File: src/hw/rtl/tdt_pkg.sv
`default_nettype none

package tdt_pkg;

    localparam int unsigned NUM_STREAMS   = 8;
    localparam int unsigned MS_PER_SECOND = 1000;

    localparam int unsigned ADDR_W  = (NUM_STREAMS > 1) ? $clog2(NUM_STREAMS) : 1;
    localparam int unsigned OP_W    = 2;
    localparam int unsigned STREAM_W = 3;
    localparam int unsigned IDX_W   = 32;
    localparam int unsigned IFACE_W = 16;
    localparam int unsigned GM_W    = 64;
    localparam int unsigned DOM_W   = 8;
    localparam int unsigned SECS_W  = 8;
    localparam int unsigned REM_W   = 18;

    localparam int unsigned CFG_INDEX_W = 1;
    localparam int unsigned CFG_DATA_W  = 64;

    typedef enum logic [OP_W-1:0] {
        OP_AVAILABLE = 2'd0,
        OP_DEPARTING = 2'd1,
        OP_TICK      = 2'd2,
        OP_RESET     = 2'd3
    } op_t;

    typedef enum logic [0:0] {
        NOTICE_DISCOVERED = 1'b0,
        NOTICE_DEPARTED   = 1'b1
    } notice_t;

    typedef enum logic [CFG_INDEX_W-1:0] {
        REG_GM_ID  = 1'b0,
        REG_DOMAIN = 1'b1
    } cfg_reg_t;

    typedef struct packed {
        logic               disc;
        logic [IDX_W-1:0]   avail;
        logic [IFACE_W-1:0] iface;
        logic [REM_W-1:0]   rem;
    } entry_t;

    localparam int unsigned ENTRY_W = $bits(entry_t);

endpackage

`default_nettype wire

File: src/hw/rtl/tdt_if.sv
`default_nettype none

interface tdt_item_if;
    import tdt_pkg::*;

    logic                valid;
    logic                ready;
    logic [OP_W-1:0]     operation;
    logic [STREAM_W-1:0] stream;
    logic [IDX_W-1:0]    msg_available_index;
    logic [IFACE_W-1:0]  msg_interface_index;
    logic [GM_W-1:0]     msg_grandmaster_id;
    logic [DOM_W-1:0]    msg_domain;
    logic [SECS_W-1:0]   valid_seconds;

    modport source (
        output valid, operation, stream, msg_available_index, msg_interface_index,
               msg_grandmaster_id, msg_domain, valid_seconds,
        input  ready
    );
    modport sink (
        input  valid, operation, stream, msg_available_index, msg_interface_index,
               msg_grandmaster_id, msg_domain, valid_seconds,
        output ready
    );
endinterface

interface tdt_result_if;
    import tdt_pkg::*;

    logic                valid;
    logic                ready;
    logic [STREAM_W-1:0] out_stream;
    logic                notice;
    logic                last;

    modport source (output valid, out_stream, notice, last, input ready);
    modport sink (input valid, out_stream, notice, last, output ready);
endinterface

interface tdt_cfg_if;
    import tdt_pkg::*;

    logic                   valid;
    logic                   ready;
    logic [CFG_INDEX_W-1:0] index;
    logic [CFG_DATA_W-1:0]  data;

    modport source (output valid, index, data, input ready);
    modport sink (input valid, index, data, output ready);
endinterface

`default_nettype wire

File: src/hw/rtl/tdt_ram.sv
`default_nettype none

module tdt_ram #(
    parameter int unsigned WIDTH = 8,
    parameter int unsigned DEPTH = 8,
    localparam int unsigned AW = (DEPTH > 1) ? $clog2(DEPTH) : 1
) (
    input  wire logic             clk,
    input  wire logic             wr_en,
    input  wire logic [AW-1:0]    wr_addr,
    input  wire logic [WIDTH-1:0] wr_data,
    input  wire logic             rd_en,
    input  wire logic [AW-1:0]    rd_addr,
    output logic      [WIDTH-1:0] rd_data
);

    logic [WIDTH-1:0] mem [DEPTH];

    always_ff @(posedge clk)
    begin
        if (wr_en)
        begin
            mem[wr_addr] <= wr_data;
        end
        if (rd_en)
        begin
            rd_data <= mem[rd_addr];
        end
    end

endmodule

`default_nettype wire

File: src/hw/rtl/talker_discovery_tracker_core.sv
// Talker discovery tracker, one entry per listener stream.
// item: valid/ready channel. available, departing and reset-stream transactions
//   act on one stream; a tick transaction counts down the timer of every stream.
// result: valid/ready channel of status notices (discovered/departed); last marks
//   the final notice of a transaction. Transactions with no effect give none.
// cfg: valid/ready write channel, always ready; index 0 grandmaster id,
//   index 1 domain. Write only while the tracker is idle.
// One transaction is processed at a time; ready is high only while idle.
// Stream state sits in an 8-entry RAM with a registered read.
// Message: read in S_IDLE, update in S_MSG (then S_MSG2 on a restart that rediscovers), then S_FIN.
// Tick: one read-modify-write of the RAM per stream, then S_FIN.
// Each notice waits in a hold register so the last flag can be set, then goes to a
// one-deep output register; a stalled receiver stalls the walk only when a
// second notice is waiting. Reset clears per-stream valid bits, so every entry
// reads as zero until written; no clearing pass is needed.
`default_nettype none

module talker_discovery_tracker_core (
    input  wire logic     clk,
    input  wire logic     rst_n,
    tdt_item_if.sink      item,
    tdt_result_if.source  result,
    tdt_cfg_if.sink       cfg
);
    import tdt_pkg::*;

    typedef enum logic [4:0] {
        S_IDLE = 5'b00001,
        S_MSG  = 5'b00010,
        S_MSG2 = 5'b00100,
        S_TICK = 5'b01000,
        S_FIN  = 5'b10000
    } state_t;

    localparam logic [ADDR_W-1:0] LAST_IDX = ADDR_W'(NUM_STREAMS - 1);
    localparam logic [REM_W-1:0]  MS_MULT  = REM_W'(MS_PER_SECOND);

    state_t               state_reg, state_next;
    op_t                  op_reg;
    logic [ADDR_W-1:0]    addr_reg;
    logic [STREAM_W-1:0]  stream_reg;
    logic [IDX_W-1:0]     midx_reg;
    logic [IFACE_W-1:0]   miface_reg;
    logic                 gok_reg;
    logic [REM_W-1:0]     load_reg;
    logic [ADDR_W-1:0]    idx_reg, idx_next;

    logic [GM_W-1:0]      gm_reg;
    logic [DOM_W-1:0]     dom_reg;

    logic [NUM_STREAMS-1:0] vld_reg;
    logic                 rd_vld_reg;

    logic                 hold_valid_reg;
    logic [STREAM_W-1:0]  hold_stream_reg;
    notice_t              hold_notice_reg;

    logic                 out_valid_reg;
    logic [STREAM_W-1:0]  out_stream_reg;
    notice_t              out_notice_reg;
    logic                 out_last_reg;

    logic                 rd_en, wr_en;
    logic [ADDR_W-1:0]    rd_addr, wr_addr;
    logic [ENTRY_W-1:0]   rd_data;
    entry_t               entry, wr_entry;

    logic                 produce, flush, push_out, out_free, in_range;
    logic [STREAM_W-1:0]  prod_stream;
    notice_t              prod_notice;
    logic [SECS_W-1:0]    secs_eff;
    logic [REM_W-1:0]     load_value;

    tdt_ram #(
        .WIDTH (ENTRY_W),
        .DEPTH (NUM_STREAMS)
    ) u_ram (
        .clk     (clk),
        .wr_en   (wr_en),
        .wr_addr (wr_addr),
        .wr_data (wr_entry),
        .rd_en   (rd_en),
        .rd_addr (rd_addr),
        .rd_data (rd_data)
    );

    assign item.ready    = (state_reg == S_IDLE);
    assign cfg.ready     = 1'b1;
    assign result.valid      = out_valid_reg;
    assign result.out_stream = out_stream_reg;
    assign result.notice     = out_notice_reg;
    assign result.last       = out_last_reg;

    assign entry    = rd_vld_reg ? entry_t'(rd_data) : '0;
    assign out_free = !out_valid_reg || result.ready;
    assign push_out = (produce && hold_valid_reg) || flush;
    assign in_range = {{(32 - STREAM_W){1'b0}}, item.stream} < NUM_STREAMS;
    assign secs_eff = (item.valid_seconds == '0) ? SECS_W'(1) : item.valid_seconds;
    assign load_value = REM_W'(secs_eff) * MS_MULT;

    always_comb
    begin
        logic [IDX_W-1:0] diff;
        logic             restart;
        logic             expire;
        logic [REM_W-1:0] rem_dec;

        state_next  = state_reg;
        idx_next    = idx_reg;
        rd_en       = 1'b0;
        rd_addr     = '0;
        wr_en       = 1'b0;
        wr_addr     = addr_reg;
        wr_entry    = entry;
        produce     = 1'b0;
        prod_stream = stream_reg;
        prod_notice = NOTICE_DEPARTED;
        flush       = 1'b0;
        diff        = midx_reg - entry.avail;
        restart     = (diff == '0) || diff[IDX_W-1];
        rem_dec     = entry.rem - REM_W'(1);
        expire      = (entry.rem != '0) && (rem_dec == '0) && entry.disc;

        unique case (state_reg)
            S_IDLE:
            begin
                if (item.valid)
                begin
                    if (op_t'(item.operation) == OP_TICK)
                    begin
                        rd_en      = 1'b1;
                        rd_addr    = '0;
                        idx_next   = '0;
                        state_next = S_TICK;
                    end
                    else if (in_range)
                    begin
                        rd_en      = 1'b1;
                        rd_addr    = ADDR_W'(item.stream);
                        state_next = S_MSG;
                    end
                    else
                    begin
                        state_next = S_FIN;
                    end
                end
            end
            S_MSG:
            begin
                wr_en      = 1'b1;
                state_next = S_FIN;
                case (op_reg)
                    OP_AVAILABLE:
                    begin
                        if (!entry.disc)
                        begin
                            if (gok_reg)
                            begin
                                wr_entry.disc  = 1'b1;
                                wr_entry.avail = midx_reg;
                                wr_entry.iface = miface_reg;
                                wr_entry.rem   = load_reg;
                                produce        = 1'b1;
                                prod_notice    = NOTICE_DISCOVERED;
                            end
                        end
                        else if (entry.iface == miface_reg)
                        begin
                            if (restart)
                            begin
                                produce     = 1'b1;
                                prod_notice = NOTICE_DEPARTED;
                            end
                            if (restart && !gok_reg)
                            begin
                                wr_entry.disc = 1'b0;
                                wr_entry.rem  = '0;
                            end
                            else
                            begin
                                wr_entry.avail = midx_reg;
                                wr_entry.rem   = load_reg;
                                if (restart)
                                begin
                                    state_next = S_MSG2;
                                end
                            end
                        end
                    end
                    OP_DEPARTING:
                    begin
                        if (entry.disc && (entry.iface == miface_reg))
                        begin
                            wr_entry.disc = 1'b0;
                            wr_entry.rem  = '0;
                            produce       = 1'b1;
                            prod_notice   = NOTICE_DEPARTED;
                        end
                    end
                    default:
                    begin
                        if (entry.disc)
                        begin
                            wr_entry.disc = 1'b0;
                            wr_entry.rem  = '0;
                        end
                    end
                endcase
            end
            S_MSG2:
            begin
                if (!hold_valid_reg || out_free)
                begin
                    produce     = 1'b1;
                    prod_notice = NOTICE_DISCOVERED;
                    state_next  = S_FIN;
                end
            end
            S_TICK:
            begin
                if (!(expire && hold_valid_reg && !out_free))
                begin
                    wr_en   = 1'b1;
                    wr_addr = idx_reg;
                    if (entry.rem != '0)
                    begin
                        wr_entry.rem = rem_dec;
                    end
                    if (expire)
                    begin
                        wr_entry.disc = 1'b0;
                        produce       = 1'b1;
                        prod_stream   = STREAM_W'(idx_reg);
                        prod_notice   = NOTICE_DEPARTED;
                    end
                    if (idx_reg == LAST_IDX)
                    begin
                        state_next = S_FIN;
                    end
                    else
                    begin
                        rd_en    = 1'b1;
                        rd_addr  = idx_reg + ADDR_W'(1);
                        idx_next = idx_reg + ADDR_W'(1);
                    end
                end
            end
            S_FIN:
            begin
                if (!hold_valid_reg)
                begin
                    state_next = S_IDLE;
                end
                else if (out_free)
                begin
                    flush      = 1'b1;
                    state_next = S_IDLE;
                end
            end
            default:
            begin
                state_next = S_IDLE;
            end
        endcase
    end

    always_ff @(posedge clk or negedge rst_n)
    begin
        if (!rst_n)
        begin
            state_reg      <= S_IDLE;
            idx_reg        <= '0;
            vld_reg        <= '0;
            rd_vld_reg     <= 1'b0;
            hold_valid_reg <= 1'b0;
            out_valid_reg  <= 1'b0;
            gm_reg         <= '0;
            dom_reg        <= '0;
        end
        else
        begin
            state_reg <= state_next;
            idx_reg   <= idx_next;
            if (rd_en)
            begin
                rd_vld_reg <= vld_reg[rd_addr];
            end
            if (wr_en)
            begin
                vld_reg[wr_addr] <= 1'b1;
            end
            if (produce)
            begin
                hold_valid_reg <= 1'b1;
            end
            else if (flush)
            begin
                hold_valid_reg <= 1'b0;
            end
            if (push_out)
            begin
                out_valid_reg <= 1'b1;
            end
            else if (result.ready)
            begin
                out_valid_reg <= 1'b0;
            end
            if (cfg.valid)
            begin
                unique case (cfg_reg_t'(cfg.index))
                    REG_GM_ID:  gm_reg  <= cfg.data;
                    REG_DOMAIN: dom_reg <= cfg.data[DOM_W-1:0];
                    default:    gm_reg  <= gm_reg;
                endcase
            end
        end
    end

    always_ff @(posedge clk)
    begin
        if (item.valid && item.ready)
        begin
            op_reg     <= op_t'(item.operation);
            stream_reg <= item.stream;
            addr_reg   <= ADDR_W'(item.stream);
            midx_reg   <= item.msg_available_index;
            miface_reg <= item.msg_interface_index;
            gok_reg    <= (item.msg_grandmaster_id == gm_reg) && (item.msg_domain == dom_reg);
            load_reg   <= load_value;
        end
        if (produce)
        begin
            hold_stream_reg <= prod_stream;
            hold_notice_reg <= prod_notice;
        end
        if (push_out)
        begin
            out_stream_reg <= hold_stream_reg;
            out_notice_reg <= hold_notice_reg;
            out_last_reg   <= flush;
        end
    end

endmodule

`default_nettype wire

File: src/flat_wrapper.sv
// flat-port wrapper written by rule: the top's interface ports become plain ports
module talker_discovery_tracker_core_flat import tdt_pkg::*;
  (clk, rst_n, item_valid, item_operation, item_stream, item_msg_available_index, item_msg_interface_index, item_msg_grandmaster_id, item_msg_domain, item_valid_seconds, item_ready, result_valid, result_out_stream, result_notice, result_last, result_ready, cfg_valid, cfg_index, cfg_data, cfg_ready);
  tdt_item_if item_i ();
  tdt_result_if result_i ();
  tdt_cfg_if cfg_i ();
  input  wire logic clk;
  input  wire logic rst_n;
  input wire logic [$bits(item_i.valid)-1:0] item_valid;
  input wire logic [$bits(item_i.operation)-1:0] item_operation;
  input wire logic [$bits(item_i.stream)-1:0] item_stream;
  input wire logic [$bits(item_i.msg_available_index)-1:0] item_msg_available_index;
  input wire logic [$bits(item_i.msg_interface_index)-1:0] item_msg_interface_index;
  input wire logic [$bits(item_i.msg_grandmaster_id)-1:0] item_msg_grandmaster_id;
  input wire logic [$bits(item_i.msg_domain)-1:0] item_msg_domain;
  input wire logic [$bits(item_i.valid_seconds)-1:0] item_valid_seconds;
  output wire logic [$bits(item_i.ready)-1:0] item_ready;
  output wire logic [$bits(result_i.valid)-1:0] result_valid;
  output wire logic [$bits(result_i.out_stream)-1:0] result_out_stream;
  output wire logic [$bits(result_i.notice)-1:0] result_notice;
  output wire logic [$bits(result_i.last)-1:0] result_last;
  input wire logic [$bits(result_i.ready)-1:0] result_ready;
  input wire logic [$bits(cfg_i.valid)-1:0] cfg_valid;
  input wire logic [$bits(cfg_i.index)-1:0] cfg_index;
  input wire logic [$bits(cfg_i.data)-1:0] cfg_data;
  output wire logic [$bits(cfg_i.ready)-1:0] cfg_ready;
  assign item_i.valid = item_valid;
  assign item_i.operation = item_operation;
  assign item_i.stream = item_stream;
  assign item_i.msg_available_index = item_msg_available_index;
  assign item_i.msg_interface_index = item_msg_interface_index;
  assign item_i.msg_grandmaster_id = item_msg_grandmaster_id;
  assign item_i.msg_domain = item_msg_domain;
  assign item_i.valid_seconds = item_valid_seconds;
  assign item_ready = item_i.ready;
  assign result_valid = result_i.valid;
  assign result_out_stream = result_i.out_stream;
  assign result_notice = result_i.notice;
  assign result_last = result_i.last;
  assign result_i.ready = result_ready;
  assign cfg_i.valid = cfg_valid;
  assign cfg_i.index = cfg_index;
  assign cfg_i.data = cfg_data;
  assign cfg_ready = cfg_i.ready;
  talker_discovery_tracker_core u_core (.clk(clk), .rst_n(rst_n), .item(item_i), .result(result_i), .cfg(cfg_i));
endmodule
File: config.mk
export PLATFORM = sky130hd
export DESIGN_NAME = talker_discovery_tracker_core_flat
export DESIGN_NICKNAME = d
export VERILOG_FILES = /design/src/hw/rtl/tdt_pkg.sv /design/src/hw/rtl/tdt_if.sv /design/src/hw/rtl/tdt_ram.sv /design/src/hw/rtl/talker_discovery_tracker_core.sv /design/src/flat_wrapper.sv
export SDC_FILE = /design/constraint.sdc
export NUM_CORES = 1
export LEC_CHECK = 0
export BUFFER_PORTS_ARGS = -buffer_cell sky130_fd_sc_hd__buf_2
export CORE_ASPECT_RATIO = 1.5
export CORE_UTILIZATION = 35
export CTS_BUF_LIST = sky130_fd_sc_hd__clkbuf_8
export CTS_CLUSTER_DIAMETER = 80
export DETAILED_ROUTE_END_ITERATION = 6
export GPL_TIMING_DRIVEN = 0
export SKIP_CTS_REPAIR_TIMING = 1
export SLEW_MARGIN = 20
export SYNTH_ARGS = -nofsm -noshare
export SYNTH_HDL_FRONTEND = slang
export SYNTH_SLANG_ARGS = --single-unit
File: constraint.sdc
create_clock -name clk -period 11.8 [get_ports clk]
set_input_delay 0.59 -clock clk [delete_from_list [all_inputs] [get_ports clk]]
set_output_delay 0.59 -clock clk [all_outputs]
set_load 0.01 [all_outputs]
==> flow_summary.toml, run 1 <==
[run_status]
status = "completed"

[setup_path]
cp_max_fo = 10
crit_type = "flop to flop"
r2r_end = "u_core.u_ram.mem[7][42]$_DFFE_PP_"
critPathArrivalTime_ns = 10.22
crit_path_start_kind = "flop"
end_kind = "flop"
crit_required_ns = 12.32
reg2reg_slack_ns = 2.10
rr_worst_depth = 20
timing.rr.start = "u_core.rd_vld_reg$_DFFE_PN0P_"

[logic_synthesis]
synthFlopType = "edfxtp_1"
syn-num-nets = 3378
synth.area.top_cells = "edfxtp_1 (55%), dfrtp_1 (6.1%), nand2_1 (5.7%)"
synth_top_cell_by_area = "edfxtp_1"
synth_top_cells_by_count = "edfxtp_1 (681), nand2_1 (561), nand3_1 (171)"
syn_area_um2 = 37050
netlist.area_leader.share_pct = 55.19
yosys_warnings = 0
synth_cells = 3079
synth-async-reset-ratio_pct = 11.79
avgSynthCellArea_um2 = 12.03
ys_seq_area_share_pct = 61.34
ys_ff_latch = 772
synthDistinctLibCells = 101
synth_edf_count = 681
yosysMostFrequentCell = "edfxtp_1"

[finish]
drive_above_1_share_pct = 17.60
multiInputGateArea_um2 = 13220
fill_cells = 9830
largest_reg_flops = 536
finalNetCount = 3860
syn2layout_area_growth_pct = 19.59
regArea_um2 = 22730

[placement]
dp_hpwl_um = 82830
gp_congestion = 0.9764
portBuffers = 209

[power]
total_power_w = 0.01003
ir_drop_uv = 106.5
p_per_area_nw_per_um2 = 226.4
p_leak_nw = 16.40

[global_route]
antenna_found_initial = 6
grt_pass1_wl_um = 169100
grt.total_usage_pct = 21.21
grt_pass1_vias = 27186
grt_start_max_net_pins = 66
use_met3_pct = 4.415
grtUsageMet1_pct = 23.14
grt-busiest-layer = "met2"
grt_overflow_total = 0
met2_usage_pct = 37.96

[timing]
fin_skew_ns = 0.05122
relSlewSlack_pct = 23.28
period_share_pct = 82.20
setup_tns_ns = 0
rsz0062_at_grt = "false"
slew_violations = 0
setup_viol = 0
fmax_mhz = 103.1
finalHoldViolations = 0
fin_crit_ns = 9.700
tightest_slew_ns = 1.151

[floorplanning]
io_pins = 211
coreArea_um2 = 104500
start_util_pct = 35.46
rows = 145
dieArea_um2 = 107200
die_y_um = 400.5
dieWidth_um = 267.7

[min_path]
min_to = "u_core.gm_reg[61]$_DFFE_PN0P_"
worstHoldPathCells = 2
worstHoldStart = "cfg_data[61]"
hold_path_class = "input pin to flop"

[route]
ant_nets = 0
via_count = 27292
routed_wl_um = 115500
drt_iter0_drc = 2008
wl_per_cell_um = 22.81
route.detailed.drc = 0
first_pass_iters = 5
avgViaCountPerCell = 5.390

[clocking]
h-tree-depth = 3
cts_made_buffers = 121
cts_buffer_depth = 3
cts_tree = "yes"
cts-root-buf = "clkbuf_8"
clock_latency_ns = 0.84
clk_pin_slew_worst_paths_ns = 0.07
cts.sink_count = 772

[flow_run]
maxCapViolations = 0
-- how the worst max path moves through the flow --
stage | from | to | slack, ns | cells after the start
after floorplan | u_core.rd_vld_reg$_DFFE_PN0P_ | u_core.u_ram.mem[0][0]$_DFFE_PP_ | 2.27 | 17
after global placement | u_core.rd_vld_reg$_DFFE_PN0P_ | u_core.u_ram.mem[0][28]$_DFFE_PP_ | -5.47 | 17
after detailed placement | u_core.rd_vld_reg$_DFFE_PN0P_ | u_core.u_ram.mem[5][43]$_DFFE_PP_ | 2.32 | 20
after CTS | u_core.rd_vld_reg$_DFFE_PN0P_ | u_core.u_ram.mem[7][42]$_DFFE_PP_ | 2.28 | 20
after global routing | u_core.rd_vld_reg$_DFFE_PN0P_ | u_core.u_ram.mem[3][43]$_DFFE_PP_ | 1.92 | 20
final | u_core.rd_vld_reg$_DFFE_PN0P_ | u_core.u_ram.mem[7][42]$_DFFE_PP_ | 2.10 | 20
-- per-stage QoR --
| step | setup slack, ns | instance area (um^2) | cells | hold slack [ns] | utilization, % |
|---|---|---|---|---|---|
| 2_1_floorplan | 2.265 | 37050 | 3079 | 0.2944 | - |
| 3_3_place_gp | -5.469 | 39840 | 4684 | 0.4026 | 38.13 |
| 3_5_place_dp | 2.321 | 40810 | 4728 | 0.4056 | 39.05 |
| 4_1_cts | 2.276 | 43240 | 4954 | -0.3851 | 41.38 |
| 5_1_grt | 1.919 | 44310 | 5062 | -0.001450 | 42.40 |
| 6_report | 2.100 | 44310 | 5063 | 0.03178 | 42.40 |
-- logic make-up (layout without fill, tap and decap cells) --
| logic type | after synthesis | after routing | synth area share (%) |
|---|---|---|---|
| adders and majority gates | 96 | 96 | 3.667 |
| xor gates and xnor gates | 102 | 102 | 2.411 |
| other | 1 | 4 | 0.01012 |
| DFF | 772 | 772 | 61.34 |
| buffers and inverters | 288 | 873 | 3.387 |
| and+or+nand+nor | 1099 | 1099 | 13.89 |
| AOI/OAI and AO/OA | 624 | 624 | 12.41 |
| muxes | 97 | 97 | 2.880 |
-- cell usage in the layout (no fill, tap or decap), types with 13 or more instances in the layout --
cell and instances:
mux2i_1 20, fa_1 21, clkbuf_1 107, buf_16 17, o21ai_0 79, o211ai_1 19, and2_1 24, nor4_1 15
buf_6 20, a21o_1 15, nand4_1 28, and3_1 84, a311oi_1 69, edfxtp_1 681, nor2_1 98, nand3_1 171
xor2_1 21, dlygate4sd3_1 106, nand2_1 561, clkinv_2 13, nand2b_1 13, mux2_2 77, clkinv_1 34, a211oi_1 79
inv_1 121, ha_1 75, a31o_1 50, a21oi_1 97, o21a_1 16, a31o_2 22, nor3_1 24, o22ai_1 22
xnor2_1 81, clkbuf_8 127, buf_2 274, dfrtp_1 90, a31oi_1 20
-- per-layer routing --
metal | up-vias | part of all wire (%) | wire length [um]
met1 | 13365 | 37 | 42620
met5 | - | 0.042 | 49
met3 | 264 | 5.9 | 6764
li1 | 12591 | - | -
met2 | 1064 | 52 | 59820
met4 | 8 | 5.4 | 6221
-- cell type report --
cell class	count	share of cell area (%)
Antenna cell	3	0.01694
Buffer	195	2.044
Clock buffer	127	3.945
Clock inverter	99	1.547
Inverter	93	0.7935
Multi-Input combinational cell	2019	29.84
Sequential cell	772	51.29
Tap cell	1396	3.942
Timing Repair Buffer	359	6.571
-- where the power goes --
part	switching, W	total (W)	internal (W)
Combinational	0.00253	0.00378	0.00125
Clock	0.00112	0.00230	0.00118
Sequential	0.000226	0.00395	0.00372
Total	0.00388	0.0100	0.00615
-- critical path, stage by stage (launching register included) --
cell	delay [ns]
dfrtp_1	0.32
clkbuf_1	0.65
clkbuf_1	0.92
clkbuf_1	0.51
clkbuf_1	0.89
buf_1	0.87
nand2_1	0.18
ha_1	0.34
buf_2	0.16
nand4_1	0.19
o211ai_1	0.16
a21boi_0	0.28
a2111oi_0	0.52
nand4b_1	0.15
a2111oi_1	0.97
nor4b_2	0.41
and4_1	0.42
or4_1	0.17
buf_2	0.36
buf_6	0.24
mux2i_1	0.64
(Power assumes the default switching activity.)
==> inputs of run 2 (changes only) <==
clock period = 10.15 ns   (was 11.8 ns; I/O delays follow)
==> run 2 against run 1 <==
  * Global-route usage stayed put
  * Largest power group unchanged
  * Die area stayed put
  * Maximum frequency is 0.64% higher
  * Non-clock buffer count is 12 higher
  * Flip-flop and latch count stayed put
  * Hold slack better by 0.0050 ns
  * Final area is 0.27% higher
  * Final cell count is 0.22% higher
  * Worst setup slack worse by 1.6 ns
  * Critical endpoint unchanged
  * Register-to-register slack worse by 1.6 ns
  * Highest routed layer unchanged
  * Wire length hardly changed
==> flow_summary.toml, run 2 (synthesized netlist as in run 1, its figures left out) <==
[global_route]
antenna_found_initial = 6
grt.total_usage_pct = 21.21
grt_start_max_net_pins = 66
grt_overflow_total = 0
grt_pass1_vias = 27186
grt_pass1_wl_um = 169100

[clocking]
cts.sink_count = 772
cts_tree = "yes"
clk_pin_slew_worst_paths_ns = 0.07
cts_made_buffers = 121
cts-root-buf = "clkbuf_8"
h-tree-depth = 3
cts_buffer_depth = 3
clock_latency_ns = 0.84

[finish]
mostFrequentLayoutCell = "edfxtp_1"
finalNetCount = 3872
layout.cells.non_filler = 5074
syn2layout_area_growth_pct = 19.90
final_area_um2 = 44430
largest_reg_flops = 536
most-common-layout-cells = "edfxtp_1 (681), nand2_1 (561), buf_2 (274), nand3_1 (171), clkbuf_8 (127)"
fill_cells = 9806
drive_above_1_share_pct = 17.55

[route]
drt_iter0_drc = 2009
wl_per_cell_um = 22.75
avgViaCountPerCell = 5.372
via_count = 27258
routed_wl_um = 115400
ant_nets = 0
route.detailed.drc = 0
first_pass_iters = 5

[timing]
setup_tns_ns = 0
fin_skew_ns = 0.05324
finalHoldViolations = 0
fmax_mhz = 103.8
period_share_pct = 94.96
fin_crit_ns = 9.638
slew_violations = 0
rsz0062_at_grt = "false"
relSlewSlack_pct = 23.88
tightest_slew_ns = 1.142
setup_viol = 0

[setup_path]
reg2reg_slack_ns = 0.51
crit_path_start_kind = "flop"
crit_required_ns = 10.68
crit_type = "flop to flop"
cp_max_fo = 10
critPathArrivalTime_ns = 10.17
end_kind = "flop"

[power]
p_leak_nw = 16.45
pwr-share-clk_pct = 22.9
ir_drop_uv = 125.9
switching_share_pct = 38.65
p_int_w = 0.007153
combPwrFrac_pct = 37.7
p_per_area_nw_per_um2 = 262.4
seqPwrFrac_pct = 39.4
power.switching_w = 0.004506

[run_status]
status = "completed"

[placement]
gp_congestion = 0.9764
placed_cells = 4728
place_area_um2 = 40810
portBuffers = 209
dp_hpwl_um = 82830

[floorplanning]
start_util_pct = 35.46
die_y_um = 400.5
dieWidth_um = 267.7
dieArea_um2 = 107200
rows = 145
io_pins = 211
coreArea_um2 = 104500

[min_path]
hold_path_class = "input pin to flop"

[flow_run]
maxCapViolations = 0
==> run 2: changes by cell type in the layout (fill, tap and decap cells not counted) <==
cell,change
diode_2,-1
dlygate4sd3_1,+12
==> run 2: final timing paths <==
kind                                                startpoint                                     to  cells past startpoint
max                              u_core.rd_vld_reg$_DFFE_PN0P_      u_core.u_ram.mem[7][42]$_DFFE_PP_                     20
min                                                cfg_data[2]           u_core.gm_reg[2]$_DFFE_PN0P_                      2
max reg2reg                      u_core.rd_vld_reg$_DFFE_PN0P_      u_core.u_ram.mem[7][42]$_DFFE_PP_                     20
min reg2reg                u_core.hold_stream_reg[2]$_DFFE_PP_  u_core.result.out_stream[2]$_DFFE_PP_                      0
max in group asynchronous                                rst_n          u_core.gm_reg[21]$_DFFE_PN0P_                      3
min in group asynchronous                                rst_n          u_core.vld_reg[1]$_DFFE_PN0P_                      2
==> run 2: metrics by stage <==
stage / worst slack [ns] / util (%) / hold WS, ns / power (W)
final: 0.5117 / 42.51 / 0.03673 / 0.01166
after global routing: 0.2693 / 42.51 / 0.0007860 / 0.01225
after CTS: 0.6259 / 41.38 / -0.4676 / 0.01165
after detailed placement: 0.6711 / 39.05 / 0.4027 / 0.008966
after global placement: -7.119 / 38.13 / 0.4026 / 0.008894
after floorplan: 0.6151 / - / 0.2119 / 0.007337
==> run 2: final cells by class <==
class / instances / area [um^2] / area share, %
clock buffers: 127 / 1748 / 3.934
well taps: 1396 / 1747 / 3.932
clock inverters: 99 / 685.7 / 1.543
diodes: 2 / 5.005 / 0.01127
inverters: 93 / 351.6 / 0.7914
flip-flops and latches: 772 / 22730 / 51.16
repair buffers: 371 / 3032 / 6.824
multi-input cells: 2019 / 13220 / 29.77
plain buffers: 195 / 905.9 / 2.039
==> run 2: worst max-delay path, stage by stage, from the launching register on <==
cell and delay (ns):
dfrtp_1 0.32, clkbuf_1 0.65, clkbuf_1 0.91, clkbuf_1 0.51
clkbuf_1 0.90, buf_1 0.88, nand2_1 0.18, ha_1 0.34
buf_2 0.16, nand4_1 0.20, o211ai_1 0.16, a21boi_0 0.27
a2111oi_0 0.49, nand4b_1 0.15, a2111oi_1 0.93, nor4b_2 0.41
and4_1 0.42, or4_1 0.17, buf_2 0.37, buf_6 0.24
mux2i_1 0.63
==> run 2: power by group through the flow <==
| stage | registers, W | clock network (W) | logic [W] |
|---|---|---|---|
| global route | 0.00462 | 0.00286 | 0.00477 |
| detailed placement | 0.00464 | 0 | 0.00433 |
| floorplan | 0.00458 | 0 | 0.00276 |
| finish | 0.00459 | 0.00268 | 0.00440 |
| global placement | 0.00474 | 0 | 0.00415 |
| CTS | 0.00458 | 0.00272 | 0.00435 |
==> run 2: per-layer routing <==
layer | GRT usage, % | up-vias | wire length [um]
li1 | - | 12622 | -
met1 | 23.14 | 13334 | 42470
met2 | 37.96 | 1026 | 59800
met3 | 4.415 | 268 | 6846
met4 | 11.51 | 8 | 6280
met5 | 0 | - | 40
